==> src/pac_pkg.sv <==
// Shared constants, types and control structs of the proximity array centroid core.
// No dependencies; imported by every module of the block.
package pac_pkg;

    localparam int SAMPLE_BITS = 10;
    localparam int N_PROX      = 6;
    localparam int IDX_W       = 3;
    localparam int LEVEL_W     = 7;
    localparam int POS_W       = 8;
    localparam int QUOT_W      = 8;
    localparam int STEP_W      = 3;
    localparam int DIVIDEND_W  = SAMPLE_BITS + QUOT_W - 1;
    localparam int ACC_W       = 15;
    localparam int CNT_W       = 3;
    localparam int POS_DIV_W   = 8;
    localparam int ADDR_W      = 4;
    localparam int DATA_W      = 32;

    localparam int FULL_SCALE  = 100;
    localparam int IDX_STEP    = 1000;
    localparam int SPAN_LOW    = -3500;
    localparam int SPAN_HIGH   = 3500;
    localparam int POS_LOW     = -100;
    localparam int POS_HIGH    = 100;
    // avg * 200 / 7000 reduces to avg / 35
    localparam int POS_STEP    = (SPAN_HIGH - SPAN_LOW) / (POS_HIGH - POS_LOW);
    localparam int POS_OFFSET  = -POS_LOW;

    localparam logic [IDX_W-1:0] LAST_IDX = IDX_W'(N_PROX - 1);

    localparam logic [SAMPLE_BITS-1:0] DETECT_LOW_RST  = SAMPLE_BITS'(100);
    localparam logic [SAMPLE_BITS-1:0] DETECT_HIGH_RST = SAMPLE_BITS'(600);
    localparam logic [SAMPLE_BITS-1:0] LINE_LEVEL_RST  = SAMPLE_BITS'(300);

    // register index, taken from paddr[3:2]
    localparam logic [1:0] REG_DETECT_LOW  = 2'd0;
    localparam logic [1:0] REG_DETECT_HIGH = 2'd1;
    localparam logic [1:0] REG_LINE_LEVEL  = 2'd2;

    typedef enum logic [2:0] {
        ST_IDLE,
        ST_START,
        ST_DIV,
        ST_PSTART,
        ST_PWAIT,
        ST_FINISH
    } pac_state_t;

    typedef struct packed {
        logic             capture;
        logic             div_start;
        logic             div_pos;
        logic             level_store;
        logic             pos_store;
        logic             publish;
        logic [IDX_W-1:0] idx;
    } pac_cmd_t;

    typedef struct packed {
        logic div_done;
        logic any_seen;
        logic out_free;
    } pac_status_t;

endpackage

==> src/proximity_array_centroid_core.sv <==
// Top level of the proximity array centroid core: APB registers, sequencer, datapath.
// Depends on pac_pkg, pac_ctrl and pac_dp.
//
// Usage:
// - Input channel (in_valid / in_stall): one word is one scan of six proximity
//   samples and two floor samples, taken when in_valid is high and in_stall low.
// - Output channel (out_valid / out_stall): one word per scan with six levels
//   (0..100), two line flags, the centroid position and any_seen.
// - Each scan runs its six levels and then, if a sensor sees, the centroid through
//   one shared restoring divider, 8 quotient bits at one bit per cycle. A new
//   scan is taken only once the last one has gone to the output register.
// - The output register frees the datapath: a word may wait on out_stall while
//   the next scan is taken and worked on; a finished scan then waits until the
//   output register is free. A stalled word holds its value.
// - When no sensor sees, the position of the last scan that saw is repeated.
// - Reset: thresholds return to 100 / 600 / 300, the held position to 0, the
//   output empties. Registers sit at byte addresses 0, 4, 8 and are to be
//   written only while the core is idle; the core does not enforce this.
module proximity_array_centroid_core
    import pac_pkg::*;
(
    input  logic                    clk,
    input  logic                    rst_n,
    input  logic                    in_valid,
    output logic                    in_stall,
    input  logic [SAMPLE_BITS-1:0]  right_side,
    input  logic [SAMPLE_BITS-1:0]  right_diag,
    input  logic [SAMPLE_BITS-1:0]  right_front,
    input  logic [SAMPLE_BITS-1:0]  left_front,
    input  logic [SAMPLE_BITS-1:0]  left_diag,
    input  logic [SAMPLE_BITS-1:0]  left_side,
    input  logic [SAMPLE_BITS-1:0]  floor_right,
    input  logic [SAMPLE_BITS-1:0]  floor_left,
    output logic                    out_valid,
    input  logic                    out_stall,
    output logic [LEVEL_W-1:0]      level_0,
    output logic [LEVEL_W-1:0]      level_1,
    output logic [LEVEL_W-1:0]      level_2,
    output logic [LEVEL_W-1:0]      level_3,
    output logic [LEVEL_W-1:0]      level_4,
    output logic [LEVEL_W-1:0]      level_5,
    output logic                    line_right,
    output logic                    line_left,
    output logic signed [POS_W-1:0] position,
    output logic                    any_seen,
    input  logic                    psel,
    input  logic                    penable,
    input  logic                    pwrite,
    input  logic [ADDR_W-1:0]       paddr,
    input  logic [DATA_W-1:0]       pwdata,
    output logic [DATA_W-1:0]       prdata,
    output logic                    pready
);

    logic [SAMPLE_BITS-1:0] detect_low_reg;
    logic [SAMPLE_BITS-1:0] detect_high_reg;
    logic [SAMPLE_BITS-1:0] line_level_reg;
    logic                   wr_en;
    pac_cmd_t               cmd;
    pac_status_t            status;

    assign pready = 1'b1;
    assign wr_en  = psel && penable && pwrite && pready;

    // register writes; out-of-range indexes are dropped
    always_ff @(posedge clk or negedge rst_n)
    begin
        if (!rst_n)
        begin
            detect_low_reg  <= DETECT_LOW_RST;
            detect_high_reg <= DETECT_HIGH_RST;
            line_level_reg  <= LINE_LEVEL_RST;
        end
        else if (wr_en)
        begin
            unique case (paddr[3:2])
                REG_DETECT_LOW:  detect_low_reg  <= pwdata[SAMPLE_BITS-1:0];
                REG_DETECT_HIGH: detect_high_reg <= pwdata[SAMPLE_BITS-1:0];
                REG_LINE_LEVEL:  line_level_reg  <= pwdata[SAMPLE_BITS-1:0];
                default:
                begin
                end
            endcase
        end
    end

    always_comb
    begin
        unique case (paddr[3:2])
            REG_DETECT_LOW:  prdata = DATA_W'(detect_low_reg);
            REG_DETECT_HIGH: prdata = DATA_W'(detect_high_reg);
            REG_LINE_LEVEL:  prdata = DATA_W'(line_level_reg);
            default:         prdata = '0;
        endcase
    end

    pac_ctrl u_ctrl (
        .clk      (clk),
        .rst_n    (rst_n),
        .in_valid (in_valid),
        .in_stall (in_stall),
        .status   (status),
        .cmd      (cmd)
    );

    pac_dp u_dp (
        .clk         (clk),
        .rst_n       (rst_n),
        .cmd         (cmd),
        .status      (status),
        .right_side  (right_side),
        .right_diag  (right_diag),
        .right_front (right_front),
        .left_front  (left_front),
        .left_diag   (left_diag),
        .left_side   (left_side),
        .floor_right (floor_right),
        .floor_left  (floor_left),
        .detect_low  (detect_low_reg),
        .detect_high (detect_high_reg),
        .line_level  (line_level_reg),
        .out_valid   (out_valid),
        .out_stall   (out_stall),
        .level_0     (level_0),
        .level_1     (level_1),
        .level_2     (level_2),
        .level_3     (level_3),
        .level_4     (level_4),
        .level_5     (level_5),
        .line_right  (line_right),
        .line_left   (line_left),
        .position    (position),
        .any_seen    (any_seen)
    );

endmodule

==> src/pac_div.sv <==
// Restoring divider, one quotient bit per cycle, with overflow flag.
// Depends on pac_pkg.
module pac_div
    import pac_pkg::*;
(
    input  logic                   clk,
    input  logic                   rst_n,
    input  logic                   start,
    input  logic [DIVIDEND_W-1:0]  dividend,
    input  logic [SAMPLE_BITS-1:0] divisor,
    output logic                   done,
    output logic [QUOT_W-1:0]      quotient,
    output logic                   ovf
);

    logic                  busy_reg, busy_next;
    logic                  done_reg, done_next;
    logic [STEP_W-1:0]     step_reg, step_next;
    logic [DIVIDEND_W-1:0] rem_reg, rem_next;
    logic [DIVIDEND_W-1:0] dsh_reg, dsh_next;
    logic [QUOT_W-1:0]     quot_reg, quot_next;
    logic                  ovf_reg, ovf_next;
    logic [DIVIDEND_W:0]   div_top;
    logic                  fits;

    assign div_top = {divisor, {QUOT_W{1'b0}}};
    assign fits    = rem_reg >= dsh_reg;

    always_comb
    begin
        busy_next = busy_reg;
        done_next = 1'b0;
        step_next = step_reg;
        rem_next  = rem_reg;
        dsh_next  = dsh_reg;
        quot_next = quot_reg;
        ovf_next  = ovf_reg;
        if (start)
        begin
            busy_next = 1'b1;
            step_next = '0;
            rem_next  = dividend;
            dsh_next  = {divisor, {(QUOT_W-1){1'b0}}};
            quot_next = '0;
            ovf_next  = {1'b0, dividend} >= div_top;
        end
        else if (busy_reg)
        begin
            rem_next  = fits ? rem_reg - dsh_reg : rem_reg;
            quot_next = {quot_reg[QUOT_W-2:0], fits};
            dsh_next  = dsh_reg >> 1;
            step_next = step_reg + STEP_W'(1);
            if (step_reg == STEP_W'(QUOT_W - 1))
            begin
                busy_next = 1'b0;
                done_next = 1'b1;
            end
        end
    end

    always_ff @(posedge clk or negedge rst_n)
    begin
        if (!rst_n)
        begin
            busy_reg <= 1'b0;
            done_reg <= 1'b0;
            step_reg <= '0;
        end
        else
        begin
            busy_reg <= busy_next;
            done_reg <= done_next;
            step_reg <= step_next;
        end
    end

    always_ff @(posedge clk)
    begin
        rem_reg  <= rem_next;
        dsh_reg  <= dsh_next;
        quot_reg <= quot_next;
        ovf_reg  <= ovf_next;
    end

    assign done     = done_reg;
    assign quotient = quot_reg;
    assign ovf      = ovf_reg;

endmodule

==> src/pac_ctrl.sv <==
// Sequencer: walks the six sensors through the shared divider, then the centroid when a sensor sees.
// Depends on pac_pkg.
module pac_ctrl
    import pac_pkg::*;
(
    input  logic        clk,
    input  logic        rst_n,
    input  logic        in_valid,
    output logic        in_stall,
    input  pac_status_t status,
    output pac_cmd_t    cmd
);

    pac_state_t       state_reg, state_next;
    logic [IDX_W-1:0] idx_reg, idx_next;

    always_ff @(posedge clk or negedge rst_n)
    begin
        if (!rst_n)
        begin
            state_reg <= ST_IDLE;
            idx_reg   <= '0;
        end
        else
        begin
            state_reg <= state_next;
            idx_reg   <= idx_next;
        end
    end

    always_comb
    begin
        state_next = state_reg;
        idx_next   = idx_reg;
        cmd        = '0;
        cmd.idx    = idx_reg;
        in_stall   = 1'b1;
        unique case (state_reg)
            ST_IDLE:
            begin
                in_stall = 1'b0;
                if (in_valid)
                begin
                    cmd.capture = 1'b1;
                    idx_next    = '0;
                    state_next  = ST_START;
                end
            end
            ST_START:
            begin
                cmd.div_start = 1'b1;
                state_next    = ST_DIV;
            end
            ST_DIV:
            begin
                if (status.div_done)
                begin
                    cmd.level_store = 1'b1;
                    if (idx_reg == LAST_IDX)
                    begin
                        state_next = ST_PSTART;
                    end
                    else
                    begin
                        idx_next   = idx_reg + IDX_W'(1);
                        state_next = ST_START;
                    end
                end
            end
            ST_PSTART:
            begin
                // hold the old position when nothing was seen
                if (status.any_seen)
                begin
                    cmd.div_start = 1'b1;
                    cmd.div_pos   = 1'b1;
                    state_next    = ST_PWAIT;
                end
                else
                begin
                    state_next = ST_FINISH;
                end
            end
            ST_PWAIT:
            begin
                cmd.div_pos = 1'b1;
                if (status.div_done)
                begin
                    cmd.pos_store = 1'b1;
                    state_next    = ST_FINISH;
                end
            end
            ST_FINISH:
            begin
                if (status.out_free)
                begin
                    cmd.publish = 1'b1;
                    state_next  = ST_IDLE;
                end
            end
            default:
            begin
                state_next = ST_IDLE;
            end
        endcase
    end

endmodule

==> src/pac_dp.sv <==
// Datapath: scan capture, level scaling, centroid accumulation, output register.
// Depends on pac_pkg and pac_div.
module pac_dp
    import pac_pkg::*;
(
    input  logic                   clk,
    input  logic                   rst_n,
    input  pac_cmd_t               cmd,
    output pac_status_t            status,
    input  logic [SAMPLE_BITS-1:0] right_side,
    input  logic [SAMPLE_BITS-1:0] right_diag,
    input  logic [SAMPLE_BITS-1:0] right_front,
    input  logic [SAMPLE_BITS-1:0] left_front,
    input  logic [SAMPLE_BITS-1:0] left_diag,
    input  logic [SAMPLE_BITS-1:0] left_side,
    input  logic [SAMPLE_BITS-1:0] floor_right,
    input  logic [SAMPLE_BITS-1:0] floor_left,
    input  logic [SAMPLE_BITS-1:0] detect_low,
    input  logic [SAMPLE_BITS-1:0] detect_high,
    input  logic [SAMPLE_BITS-1:0] line_level,
    output logic                   out_valid,
    input  logic                   out_stall,
    output logic [LEVEL_W-1:0]     level_0,
    output logic [LEVEL_W-1:0]     level_1,
    output logic [LEVEL_W-1:0]     level_2,
    output logic [LEVEL_W-1:0]     level_3,
    output logic [LEVEL_W-1:0]     level_4,
    output logic [LEVEL_W-1:0]     level_5,
    output logic                   line_right,
    output logic                   line_left,
    output logic signed [POS_W-1:0] position,
    output logic                   any_seen
);

    logic [SAMPLE_BITS-1:0] raw_reg [N_PROX];
    logic [LEVEL_W-1:0]     lvl_reg [N_PROX];
    logic                   line_r_reg, line_l_reg;
    logic [ACC_W-1:0]       acc_reg;
    logic [CNT_W-1:0]       cnt_reg;
    logic [POS_W-1:0]       held_pos_reg;

    logic [LEVEL_W-1:0]     out_lvl_reg [N_PROX];
    logic                   out_line_r_reg, out_line_l_reg;
    logic [POS_W-1:0]       out_pos_reg;
    logic                   out_seen_reg;
    logic                   out_valid_reg;

    logic [SAMPLE_BITS-1:0] raw_sel, diff, span;
    logic                   below, degen;
    logic [DIVIDEND_W-1:0]  lvl_dividend, pos_dividend, div_dividend;
    logic [POS_DIV_W-1:0]   pos_div_raw;
    logic [SAMPLE_BITS-1:0] pos_divisor, div_divisor;
    logic                   div_done, div_ovf;
    logic [QUOT_W-1:0]      quot;
    logic [LEVEL_W-1:0]     level_calc;
    logic [ACC_W-1:0]       step_weight;

    assign raw_sel      = raw_reg[cmd.idx];
    assign below        = raw_sel < detect_low;
    assign degen        = detect_high <= detect_low;
    assign diff         = raw_sel - detect_low;
    assign span         = detect_high - detect_low;
    assign lvl_dividend = DIVIDEND_W'(diff) * DIVIDEND_W'(FULL_SCALE);
    assign pos_dividend = DIVIDEND_W'(acc_reg);
    assign pos_div_raw  = POS_DIV_W'(cnt_reg) * POS_DIV_W'(POS_STEP);
    assign pos_divisor  = SAMPLE_BITS'(pos_div_raw);
    assign div_dividend = cmd.div_pos ? pos_dividend : lvl_dividend;
    assign div_divisor  = cmd.div_pos ? pos_divisor : span;
    assign step_weight  = (ACC_W'(cmd.idx) + ACC_W'(1)) * ACC_W'(IDX_STEP);

    pac_div u_div (
        .clk      (clk),
        .rst_n    (rst_n),
        .start    (cmd.div_start),
        .dividend (div_dividend),
        .divisor  (div_divisor),
        .done     (div_done),
        .quotient (quot),
        .ovf      (div_ovf)
    );

    always_comb
    begin
        if (below)
            level_calc = '0;
        else if (degen || div_ovf || (quot > QUOT_W'(FULL_SCALE)))
            level_calc = LEVEL_W'(FULL_SCALE);
        else
            level_calc = quot[LEVEL_W-1:0];
    end

    always_ff @(posedge clk)
    begin
        if (cmd.capture)
        begin
            raw_reg[0] <= right_side;
            raw_reg[1] <= right_diag;
            raw_reg[2] <= right_front;
            raw_reg[3] <= left_front;
            raw_reg[4] <= left_diag;
            raw_reg[5] <= left_side;
            line_r_reg <= floor_right <= line_level;
            line_l_reg <= floor_left <= line_level;
            acc_reg    <= '0;
            cnt_reg    <= '0;
        end
        if (cmd.level_store)
        begin
            lvl_reg[cmd.idx] <= level_calc;
            if (level_calc != '0)
            begin
                acc_reg <= acc_reg + step_weight;
                cnt_reg <= cnt_reg + CNT_W'(1);
            end
        end
        if (cmd.publish)
        begin
            out_lvl_reg    <= lvl_reg;
            out_line_r_reg <= line_r_reg;
            out_line_l_reg <= line_l_reg;
            out_pos_reg    <= held_pos_reg;
            out_seen_reg   <= cnt_reg != '0;
        end
    end

    always_ff @(posedge clk or negedge rst_n)
    begin
        if (!rst_n)
        begin
            held_pos_reg  <= '0;
            out_valid_reg <= 1'b0;
        end
        else
        begin
            if (cmd.pos_store)
                held_pos_reg <= POS_W'(quot) - POS_W'(POS_OFFSET);
            if (cmd.publish)
                out_valid_reg <= 1'b1;
            else if (!out_stall)
                out_valid_reg <= 1'b0;
        end
    end

    assign status.div_done = div_done;
    assign status.any_seen = cnt_reg != '0;
    assign status.out_free = !out_valid_reg || !out_stall;

    assign out_valid  = out_valid_reg;
    assign level_0    = out_lvl_reg[0];
    assign level_1    = out_lvl_reg[1];
    assign level_2    = out_lvl_reg[2];
    assign level_3    = out_lvl_reg[3];
    assign level_4    = out_lvl_reg[4];
    assign level_5    = out_lvl_reg[5];
    assign line_right = out_line_r_reg;
    assign line_left  = out_line_l_reg;
    assign position   = out_pos_reg;
    assign any_seen   = out_seen_reg;

endmodule

==> config.mk <==
export PLATFORM = sky130hd
export DESIGN_NAME = proximity_array_centroid_core
export DESIGN_NICKNAME = d
export VERILOG_FILES = /design/src/pac_pkg.sv /design/src/proximity_array_centroid_core.sv /design/src/pac_div.sv /design/src/pac_ctrl.sv /design/src/pac_dp.sv
export SDC_FILE = /design/constraint.sdc
export NUM_CORES = 1
export LEC_CHECK = 0
export ABC_AREA = 1
export BUFFER_PORTS_ARGS = -buffer_cell sky130_fd_sc_hd__buf_4
export CAP_MARGIN = 0
export CORE_UTILIZATION = 30
export CTS_BUF_LIST = sky130_fd_sc_hd__clkbuf_8
export DETAILED_ROUTE_END_ITERATION = 10
export GPL_TIMING_DRIVEN = 0
export PLACE_DENSITY_LB_ADDON = 0.2
export SYNTH_ARGS = -nofsm -noshare
export SYNTH_HDL_FRONTEND = slang
export SYNTH_SLANG_ARGS = --single-unit
==> constraint.sdc <==
create_clock -name clk -period 5.8 [get_ports clk]
set_input_delay 0.29 -clock clk [delete_from_list [all_inputs] [get_ports clk]]
set_output_delay 0.29 -clock clk [all_outputs]
set_load 0.01 [all_outputs]
# Word-level counts from Yosys, hierarchy flattened
# Memories as Yosys holds them, arrays and structs flattened.
# Index checks and enable logic that the tools add are counted.
totals:
  reg_bits: 208
  ramBits: 60
  out_inout_bits: 88
  word_cells: 147
  mem_count: 1
classes:
  add_sub_neg: 9
  mul: 3
  order_cmp: 9
  n_eq_ne: 15
  n_mux: 53
  bitwise_logic: 1
  reduce_logical: 21
memory_table:
  columns: ["name", "words", "word_bits", "rd", "rd_ports_with_merged_regs", "write_ports", "line_no", "text"]
  rows:
  - ["u_dp.raw_reg", 6, 10, 1, 0, 6, "pac_dp.sv:35", "logic [SAMPLE_BITS-1:0] raw_reg [N_PROX];"]
op_table:
  columns: ["cell", "n"]
  rows:
  - ["2-to-1 mux 17 bit", 6]
  - ["2-to-1 mux 15 bit", 3]
  - ["bitwise mux 42 bit", 1]
  - ["2-to-1 mux 3 bit", 12]
  - ["less-or-equal comparator 10 bit", 3]
  - ["case mux 10 bit (3 select lines)", 1]
  - ["demux 7 bit (select 3 bit)", 1]
  - ["2-to-1 mux 7 bit", 3]
  - ["subtractor 10 bit", 2]
  - ["2-to-1 mux 1 bit", 19]
  - [">= comparator 17 x 18 -> 1 bit", 1]
  - ["case mux 3 bit (6 select lines)", 1]
  - [">= comparator 17 bit", 1]
  - ["subtractor 17 bit", 1]
  - ["adder 15 bit", 1]
  - ["multiplier 10 x 5 -> 15 bit, second input constant", 1]
  - ["multiplier 15 x 7 -> 12 bit, second input constant", 1]
  - ["== test 3 bit, second input constant", 4]
  - ["less-than comparator 10 bit", 1]
  - ["2-to-1 mux 10 bit", 1]
  - ["adder 3 x 1 -> 3 bit, second input constant", 3]
  - ["greater-than comparator 8 x 7 -> 1 bit, second input constant", 1]
  - ["multiplier 3 x 6 -> 8 bit, second input constant", 1]
  - ["AND reduction 2 bit", 4]
  - ["other kinds (23)", 38]

# Logic depth before layout (Yosys ltp)
# Gate-level depths: netlist of the first run.
depth:
  ltp_word: 8
  depth_mapped: 38

# Cells and area by module
# A second synthesis of the first run with hierarchy kept.
unflattened:
  hier_cells: 1732
  hier_area_um2: 15690.0
by_module_without_submodules:
  columns: ["mod", "instances", "cells_each", "area_each_um2", "seq_area_each_um2"]
  rows:
  - ["pac_dp", 1, 1018, 10383.7, 5330.1]
  - ["pac_div", 1, 443, 3256.9, 1266.2]
  - ["proximity_array_centroid_core", 1, 206, 1584.0, 764.5]
  - ["pac_ctrl", 1, 65, 465.4, 150.1]

# Worst setup path before layout of the first run
# Ideal clock, no wire load.
synth_timing:
  path_kind: "reg-to-reg"
  startpoint: "register u_ctrl.idx_reg[0]"
  endpoint: "register u_dp.u_div.ovf_reg (netlist: u_dp.u_div.ovf) (data pin)"
  arrival_time_ns: 5.555
  slack_ns: -0.013
  stages_incl_launch_ff: 33
  path_buffers: 1
  path_cell_list: "dfrtp_1 clkinv_1 clkbuf_1 o21ai_0 o221ai_1 ha_1 a21oi_1 nand2_1 a21oi_1 o21ai_0 xor2_1 ha_1 ha_1 inv_1 fa_1 inv_1 ha_1 nand2_1 inv_1 nand2_1 nand2_1 a21oi_1 nor2_1 o21ai_0 nand2_1 o21ai_0 ha_1 a21oi_1 o21ai_0 a21oi_1 o211ai_1 a21oi_1 a21boi_1"
synth_between:
  elab_chain_len: 5
synth_lines:
  columns: ["item", "line_no", "text"]
  rows:
  - ["from (decl)", "pac_ctrl.sv:15", "logic [IDX_W-1:0] idx_reg, idx_next;"]
  - ["from (signal assigned)", "pac_ctrl.sv:27", "idx_reg <= idx_next;"]
  - ["memory read (6 x 10 bit)", null, null]
  - ["subtractor 10 bit", "pac_dp.sv:61", "assign diff = raw_sel - detect_low;"]
  - ["multiplier 10 x 5 -> 15 bit", "pac_dp.sv:63", "assign lvl_dividend = DIVIDEND_W'(diff) * DIVIDEND_W'(FULL_SCALE);"]
  - ["2-to-1 mux 17 bit", "pac_dp.sv:67", "assign div_dividend = cmd.div_pos ? pos_dividend : lvl_dividend;"]
  - [">= comparator 17 x 18 -> 1 bit", "pac_div.sv:45", "ovf_next = {1'b0, dividend} >= div_top;"]
  - ["to (signal assigned)", "pac_div.sv:82", "ovf_reg <= ovf_next;"]
  - ["to (decl)", "pac_div.sv:22", "logic ovf_reg, ovf_next;"]
# No other way between the ends.
# A chain may end at the register's enable or synchronous reset.

# Final worst setup path of the first run
# Ends and elaborated chain as after synthesis.

==> results of run 1 <==
==> layout make-up <==
type | count | area (sq um) | area share
buffer | 56 | 395 | 0.0200
clock buffer | 48 | 661 | 0.0335
clock inverter | 40 | 231 | 0.0117
inverter | 220 | 835 | 0.0423
multi-input combinational | 1062 | 6920 | 0.351
sequential | 268 | 7510 | 0.381
tap | 664 | 831 | 0.0421
timing repair buffer | 277 | 2340 | 0.119
==> how the worst max path moves through the flow <==
| stage | startpoint | end | slack (ns) | depth (start not counted) |
|---|---|---|---|---|
| after floorplan | u_ctrl.idx_reg[0] | u_dp.u_div.ovf | 0.12 | 32 |
| after global placement | u_ctrl.idx_reg[0] | u_dp.u_div.ovf | -1.07 | 34 |
| after detailed placement | u_ctrl.idx_reg[0] | u_dp.u_div.ovf | -1.15 | 34 |
| after CTS | u_ctrl.idx_reg[1] | u_dp.u_div.ovf | 0.002 | 36 |
| after global routing | u_ctrl.idx_reg[0] | u_dp.u_div.ovf | -0.34 | 31 |
| final | u_ctrl.idx_reg[0] | u_dp.u_div.ovf | 0.1 | 32 |
==> cell usage in the layout (no fill, tap or decap), types with 7 or more instances in the layout <==
cell             n
a21oi_1         56
a31oi_1          7
buf_4          229
clkbuf_1        15
clkbuf_8        48
clkinv_1        12
clkinv_2         8
conb_1          23
dfrtp_1         37
dfstp_2         11
dfxtp_1         30
dlygate4sd3_1   65
edfxtp_1       188
fa_1            15
ha_1           125
ha_4            10
inv_1          223
inv_2           10
nand2_1        312
nand2_2         13
nand3_1         53
nand4_1         13
nor2_1         102
nor2_2          15
nor2_4           7
nor3_1          10
o211ai_1        14
o21ai_0        129
o21ai_1          7
o21ai_2         11
o21bai_1         7
o22ai_1         23
xnor2_1         19
xor2_1          20
==> per-stage QoR <==
| stage | setup WS [ns] | cell area, sq um | TNS, ns | instances |
|---|---|---|---|---|
| floorplan | 0.117 | 15100 | 0 | 1607 |
| CTS | 0.00174 | 19200 | 0 | 2610 |
| global route | -0.344 | 19700 | -0.344 | 2635 |
| global placement | -1.07 | 17200 | -10.49 | 2434 |
| detailed placement | -1.15 | 17300 | -1.69 | 2438 |
| finish | 0.0951 | 19700 | 0 | 2635 |
==> report_power, final <==
group / total (mW) / leakage, nW / internal [mW] / switching [mW]
registers: 2.14 / 2.33 / 2.10 / 0.0392
clock network: 1.64 / 0.513 / 0.833 / 0.810
logic: 3.51 / 5.91 / 1.52 / 1.99
total: 7.30 / 8.76 / 4.46 / 2.84
==> metal layers <==
layer	up-vias	global-route usage	wire, microns
met1	5544	0.204	18400
li1	6017	-	-
met2	254	0.262	18900
met4	0	0.0447	904
met3	61	0.0268	1760
met5	-	0	0
==> tightest hold or removal path: stages <==
cell     delay, ns
buf_4         0.08
inv_1         0.05
o21ai_0       0.14
==> logic make-up after synthesis <==
group           after synthesis  share of synthesized area
fa+ha+maj                   154                      0.136
xor+xnor                     44                     0.0256
buf+inv                     277                     0.0773
flops                       268                      0.499
other cells                   2                   0.000499
simple gates                545                      0.150
compound gates              296                      0.112
==> what timing repair did <==
item,CTS,global route
endpoints found under the hold margin,104,0
pin swaps,13,46
endpoints found under the setup margin,6,1
resized for setup,68,68
setup buffers,19,24
hold buffers,65,0
gates cloned,0,1
==> impl_metrics.env, run 1 <==
export IMPL_status="finished, final reports clean"
export IMPL_nNetsFinal=2209
export IMPL_postSynthCellCount=1586
export IMPL_worst_pin_slew_ns=1.31
export IMPL_peakVddDrop_mv=0.371
export IMPL_min_path_type="input pin to register"
export IMPL_largest_register_ff_count=60
export IMPL_finalPower_mw=7.30
export IMPL_crit_arrival_ns=6.14
export IMPL_area_growth_syn_to_layout_pct=31.0
export IMPL_clk_pin_slew_ns=0.06
export IMPL_port_buffers=163
export IMPL_yosysMostFrequentCell="nand2_1"
export IMPL_hp_start="pwdata[1]"
export IMPL_final_max_slew_viol_count=0
export IMPL_drive_gt1_frac=0.224
export IMPL_grt_ovfl_total=0
export IMPL_antenna_found_initial=0
export IMPL_cp_max_fo=10
export IMPL_async_reset_ff_frac=0.187
export IMPL_fin_util=0.400
export IMPL_dpl_hpwl_mm=29.7
export IMPL_fp_row_count=81
export IMPL_ff2ff_setup_slack_ns=0.1
export IMPL_grt_pass1_vias=11908
export IMPL_final_antenna_net_count=0
export IMPL_rsz0062_at_grt="true"
export IMPL_drtIter0Drc=587
export IMPL_path_buf_inv=4
export IMPL_syn_area_per_cell_sq_um=9.50
export IMPL_r2r_end="u_dp.u_div.ovf"
export IMPL_via_count=11876
export IMPL_drv_cap=0
export IMPL_slew_headroom=0.119
export IMPL_coreArea_sq_um=49300
export IMPL_crit_required_ns=6.23
export IMPL_clock_latency_ns=0.60
export IMPL_synth_top_area_frac=0.375
export IMPL_cts_made_buffers=47
export IMPL_avgViaCountPerCell=4.51
export IMPL_fillers=4940
export IMPL_fin_crit_sh=0.984
export IMPL_max_freq_ghz=0.175
export IMPL_start_util=0.306
export IMPL_synth_edf_count=188
export IMPL_dieHeight_microns=226
export IMPL_wl_mm=40.0
export IMPL_cts_root_buf="clkbuf_8"
export IMPL_synth_distinct_cells=48
export IMPL_netlist_area_sq_um=15100
export IMPL_powerDensity_nw_per_um2=370
export IMPL_hold_violations=0
export IMPL_cts_sinks=268
export IMPL_synth_area_leaders="edfxtp_1, ha_1, nand2_1"
export IMPL_die_w_microns=226
export IMPL_holdPathStages=3
export IMPL_wl_per_cell_microns=15.2
export IMPL_cts_tree="done"
export IMPL_max_stage_delay_ns=0.49
export IMPL_reg2reg_from="u_ctrl.idx_reg[0]"
export IMPL_synth_area_leader_cell="edfxtp_1"
export IMPL_leakage_nw=8.76
export IMPL_n_antenna_cell=0
export IMPL_ios=211
export IMPL_cpMostUsedCell="nor2_1"
export IMPL_htreeDepth=2
export IMPL_ys_seq_elements=268
export IMPL_setup_viol=0
export IMPL_hold_slack_ns=0.0241
export IMPL_grt_pass1_wl_mm=62.2
export IMPL_yosysSeqAreaShare=0.499
export IMPL_hold_end="detect_low_reg[1]"
export IMPL_critPathTopFamily="adder cells"
export IMPL_criticalPathCategory="register to register"
export IMPL_critPathCaptureType="register"
export IMPL_grt_use_total=0.156
export IMPL_start_kind="register"
export IMPL_dieArea_sq_um=51100
export IMPL_reg2regPathDepth=32
export IMPL_synthTopCellsByCount="nand2_1, inv_1, edfxtp_1"
export IMPL_grt_max_degree=51
export IMPL_ys_flop_type="edfxtp_1"
export IMPL_skew_ns=0.0410
export IMPL_yosysWarningCount=0
export IMPL_drc_errors=0
export IMPL_gp_congestion=0.868
export IMPL_cts_buffer_depth=3
export IMPL_first_pass_iters=5
export IMPL_min_period_ns=5.70
export IMPL_critPathSlowestCell="fa_1"
Power figures use the tool's default switching activity.
==> run 2: changes to the inputs <==
--- a/config.mk
+++ b/config.mk
@@ -10,8 +10,10 @@
 export CAP_MARGIN = 0
 export CORE_UTILIZATION = 30
 export CTS_BUF_LIST = sky130_fd_sc_hd__clkbuf_8
+export CTS_CLUSTER_DIAMETER = 80
 export DETAILED_ROUTE_END_ITERATION = 10
 export GPL_TIMING_DRIVEN = 0
+export HOLD_SLACK_MARGIN = 0.08
 export PLACE_DENSITY_LB_ADDON = 0.2
 export SYNTH_ARGS = -nofsm -noshare
 export SYNTH_HDL_FRONTEND = slang
==> run 2 against run 1 <==
Net effect: hold slack improved by 0.13 ns; largest power group unchanged; first-iteration DRC count is 9.4% higher; core utilization up 0.14 points; cell area up 0.36%; power up 0.11%; critical path type unchanged; critical path depth stayed put.
==> impl_metrics.env, run 2 (same netlist as run 1, synthesis figures left out) <==
export IMPL_status="finished, final reports clean"
export IMPL_finalPower_mw=7.31
export IMPL_coreArea_sq_um=49300
export IMPL_critPathTopFamily="adder cells"
export IMPL_min_path_type="input pin to register"
export IMPL_hp_start="in_valid"
export IMPL_gp_congestion=0.868
export IMPL_leakage_nw=8.79
export IMPL_dieHeight_microns=226
export IMPL_fp_row_count=81
export IMPL_cts_buffer_depth=3
export IMPL_holdPathStages=3
export IMPL_nNetsFinal=2216
export IMPL_critPathSlowestCell="fa_1"
export IMPL_cp_max_fo=10
export IMPL_htreeDepth=2
export IMPL_drtIter0Drc=642
export IMPL_dpl_hpwl_mm=29.7
export IMPL_p_int_mw=4.46
export IMPL_skew_ns=0.0393
export IMPL_cts_sinks=268
export IMPL_reg2regPathDepth=32
export IMPL_pwr_share_clk=0.225
export IMPL_start_kind="register"
export IMPL_avgViaCountPerCell=4.51
export IMPL_area_growth_syn_to_layout_pct=31.4
export IMPL_grt_pass1_vias=11873
export IMPL_dieArea_sq_um=51100
export IMPL_fillers=4942
export IMPL_min_period_ns=5.71
export IMPL_crit_required_ns=6.23
export IMPL_fin_crit_sh=0.984
export IMPL_port_buffers=163
export IMPL_ff2ff_setup_slack_ns=0.09
export IMPL_wl_per_cell_microns=15.1
export IMPL_final_max_slew_viol_count=0
export IMPL_switching_power_mw=2.84
export IMPL_drive_gt1_frac=0.223
export IMPL_criticalPathCategory="register to register"
export IMPL_slew_headroom=0.125
export IMPL_combPwrFrac=0.482
export IMPL_die_w_microns=226
export IMPL_antenna_found_initial=0
export IMPL_drv_cap=0
export IMPL_drc_errors=0
export IMPL_max_stage_delay_ns=0.49
export IMPL_start_util=0.306
export IMPL_clock_latency_ns=0.60
export IMPL_hold_end="u_ctrl.state_reg[2]"
export IMPL_cp_startpoint="u_ctrl.idx_reg[0]"
export IMPL_n_antenna_cell=0
export IMPL_hold_violations=0
export IMPL_setup_viol=0
export IMPL_largest_register_ff_count=60
export IMPL_path_buf_inv=4
export IMPL_cts_root_buf="clkbuf_8"
export IMPL_rsz0062_at_grt="true"
export IMPL_max_freq_ghz=0.175
export IMPL_reg2reg_from="u_ctrl.idx_reg[0]"
export IMPL_worst_pin_slew_ns=1.30
export IMPL_grt_max_degree=51
export IMPL_final_antenna_net_count=0
export IMPL_hold_slack_ns=0.150
export IMPL_wl_mm=39.9
export IMPL_r2r_end="u_dp.u_div.ovf"
export IMPL_sw_frac_of_total=0.389
export IMPL_critPathCaptureType="register"
export IMPL_grt_use_total=0.155
export IMPL_setup_tns_final_ns=0
export IMPL_grt_pass1_wl_mm=62.0
export IMPL_cts_made_buffers=47
export IMPL_cpMostUsedCell="nor2_1"
export IMPL_first_pass_iters=5
export IMPL_grt_ovfl_total=0
export IMPL_multi_input_area_sq_um=6920
export IMPL_cts_tree="done"
export IMPL_clk_pin_slew_ns=0.07
export IMPL_peakVddDrop_mv=0.371
export IMPL_powerDensity_nw_per_um2=369
export IMPL_final_common_cell="nand2_1"
export IMPL_p_seq_frac=0.293
export IMPL_seqCellArea_sq_um=7510
export IMPL_final_cell_mix="nand2_1, buf_4, inv_1"
export IMPL_via_count=11912
export IMPL_crit_arrival_ns=6.14
export IMPL_ios=211
[run 2: changes by cell type in the layout (fill, tap and decap cells not counted), sizes merged]
cell,change
dlygate4sd3,+7
[run 2: area by class of cell]
| type | instances | area share |
|---|---|---|
| Buffer | 56 | 0.0200 |
| Clock buffer | 48 | 0.0334 |
| Clock inverter | 40 | 0.0117 |
| Inverter | 220 | 0.0422 |
| Multi-Input combinational cell | 1062 | 0.350 |
| Sequential cell | 268 | 0.380 |
| Tap cell | 664 | 0.0420 |
| Timing Repair Buffer | 284 | 0.122 |
[run 2: worst max path at each step]
stage                                end  slack (ns)  cells past startpoint
after floorplan           u_dp.u_div.ovf        0.12                     32
after global placement    u_dp.u_div.ovf       -1.07                     34
after detailed placement  u_dp.u_div.ovf       -1.15                     34
after CTS                 u_dp.u_div.ovf       0.002                     36
after global routing      u_dp.u_div.ovf       -0.34                     31
final                     u_dp.u_div.ovf        0.09                     32
[run 2: routing by layer]
layer / global-route usage / part of all wire
met5: 0 / 0
met2: 0.260 / 0.47
met4: 0.0447 / 0.023
met1: 0.204 / 0.46
met3: 0.0264 / 0.043
[run 2: worst register-to-register path, delay by kind of cell (launching register included)]
kind	cells	cell delay, ns
fa+ha+maj	7	2.11
simple gates	12	1.23
compound gates	7	1.12
flops	1	0.47
buf+inv	4	0.35
xor+xnor	2	0.30
[run 2: repair_timing]
item | 4_1_cts | 5_1_grt
endpoints found under the hold margin | 130 | 0
pin swaps | 13 | 46
hold buffers | 72 | 0
endpoints found under the setup margin | 6 | 1
buffers inserted | 19 | 24
cloned | 0 | 1
resized for setup | 68 | 68
[run 2: power by group through the flow]
stage | clock network [mW] | registers, mW | logic (mW)
after floorplan | 0 | 2.17 | 2.00
after CTS | 1.70 | 2.14 | 3.14
after global placement | 0 | 2.18 | 2.70
final | 1.64 | 2.14 | 3.52
after global routing | 1.79 | 2.15 | 3.98
after detailed placement | 0 | 2.18 | 2.73
[run 2: stage by stage]
stage	utilization	instances	cell area, sq um	setup slack [ns]
after floorplan	-	1607	15100	0.117
after global placement	0.349	2434	17200	-1.07
after detailed placement	0.351	2438	17300	-1.15
after CTS	0.392	2617	19300	0.00174
after global routing	0.402	2642	19800	-0.344
final	0.402	2642	19800	0.0926
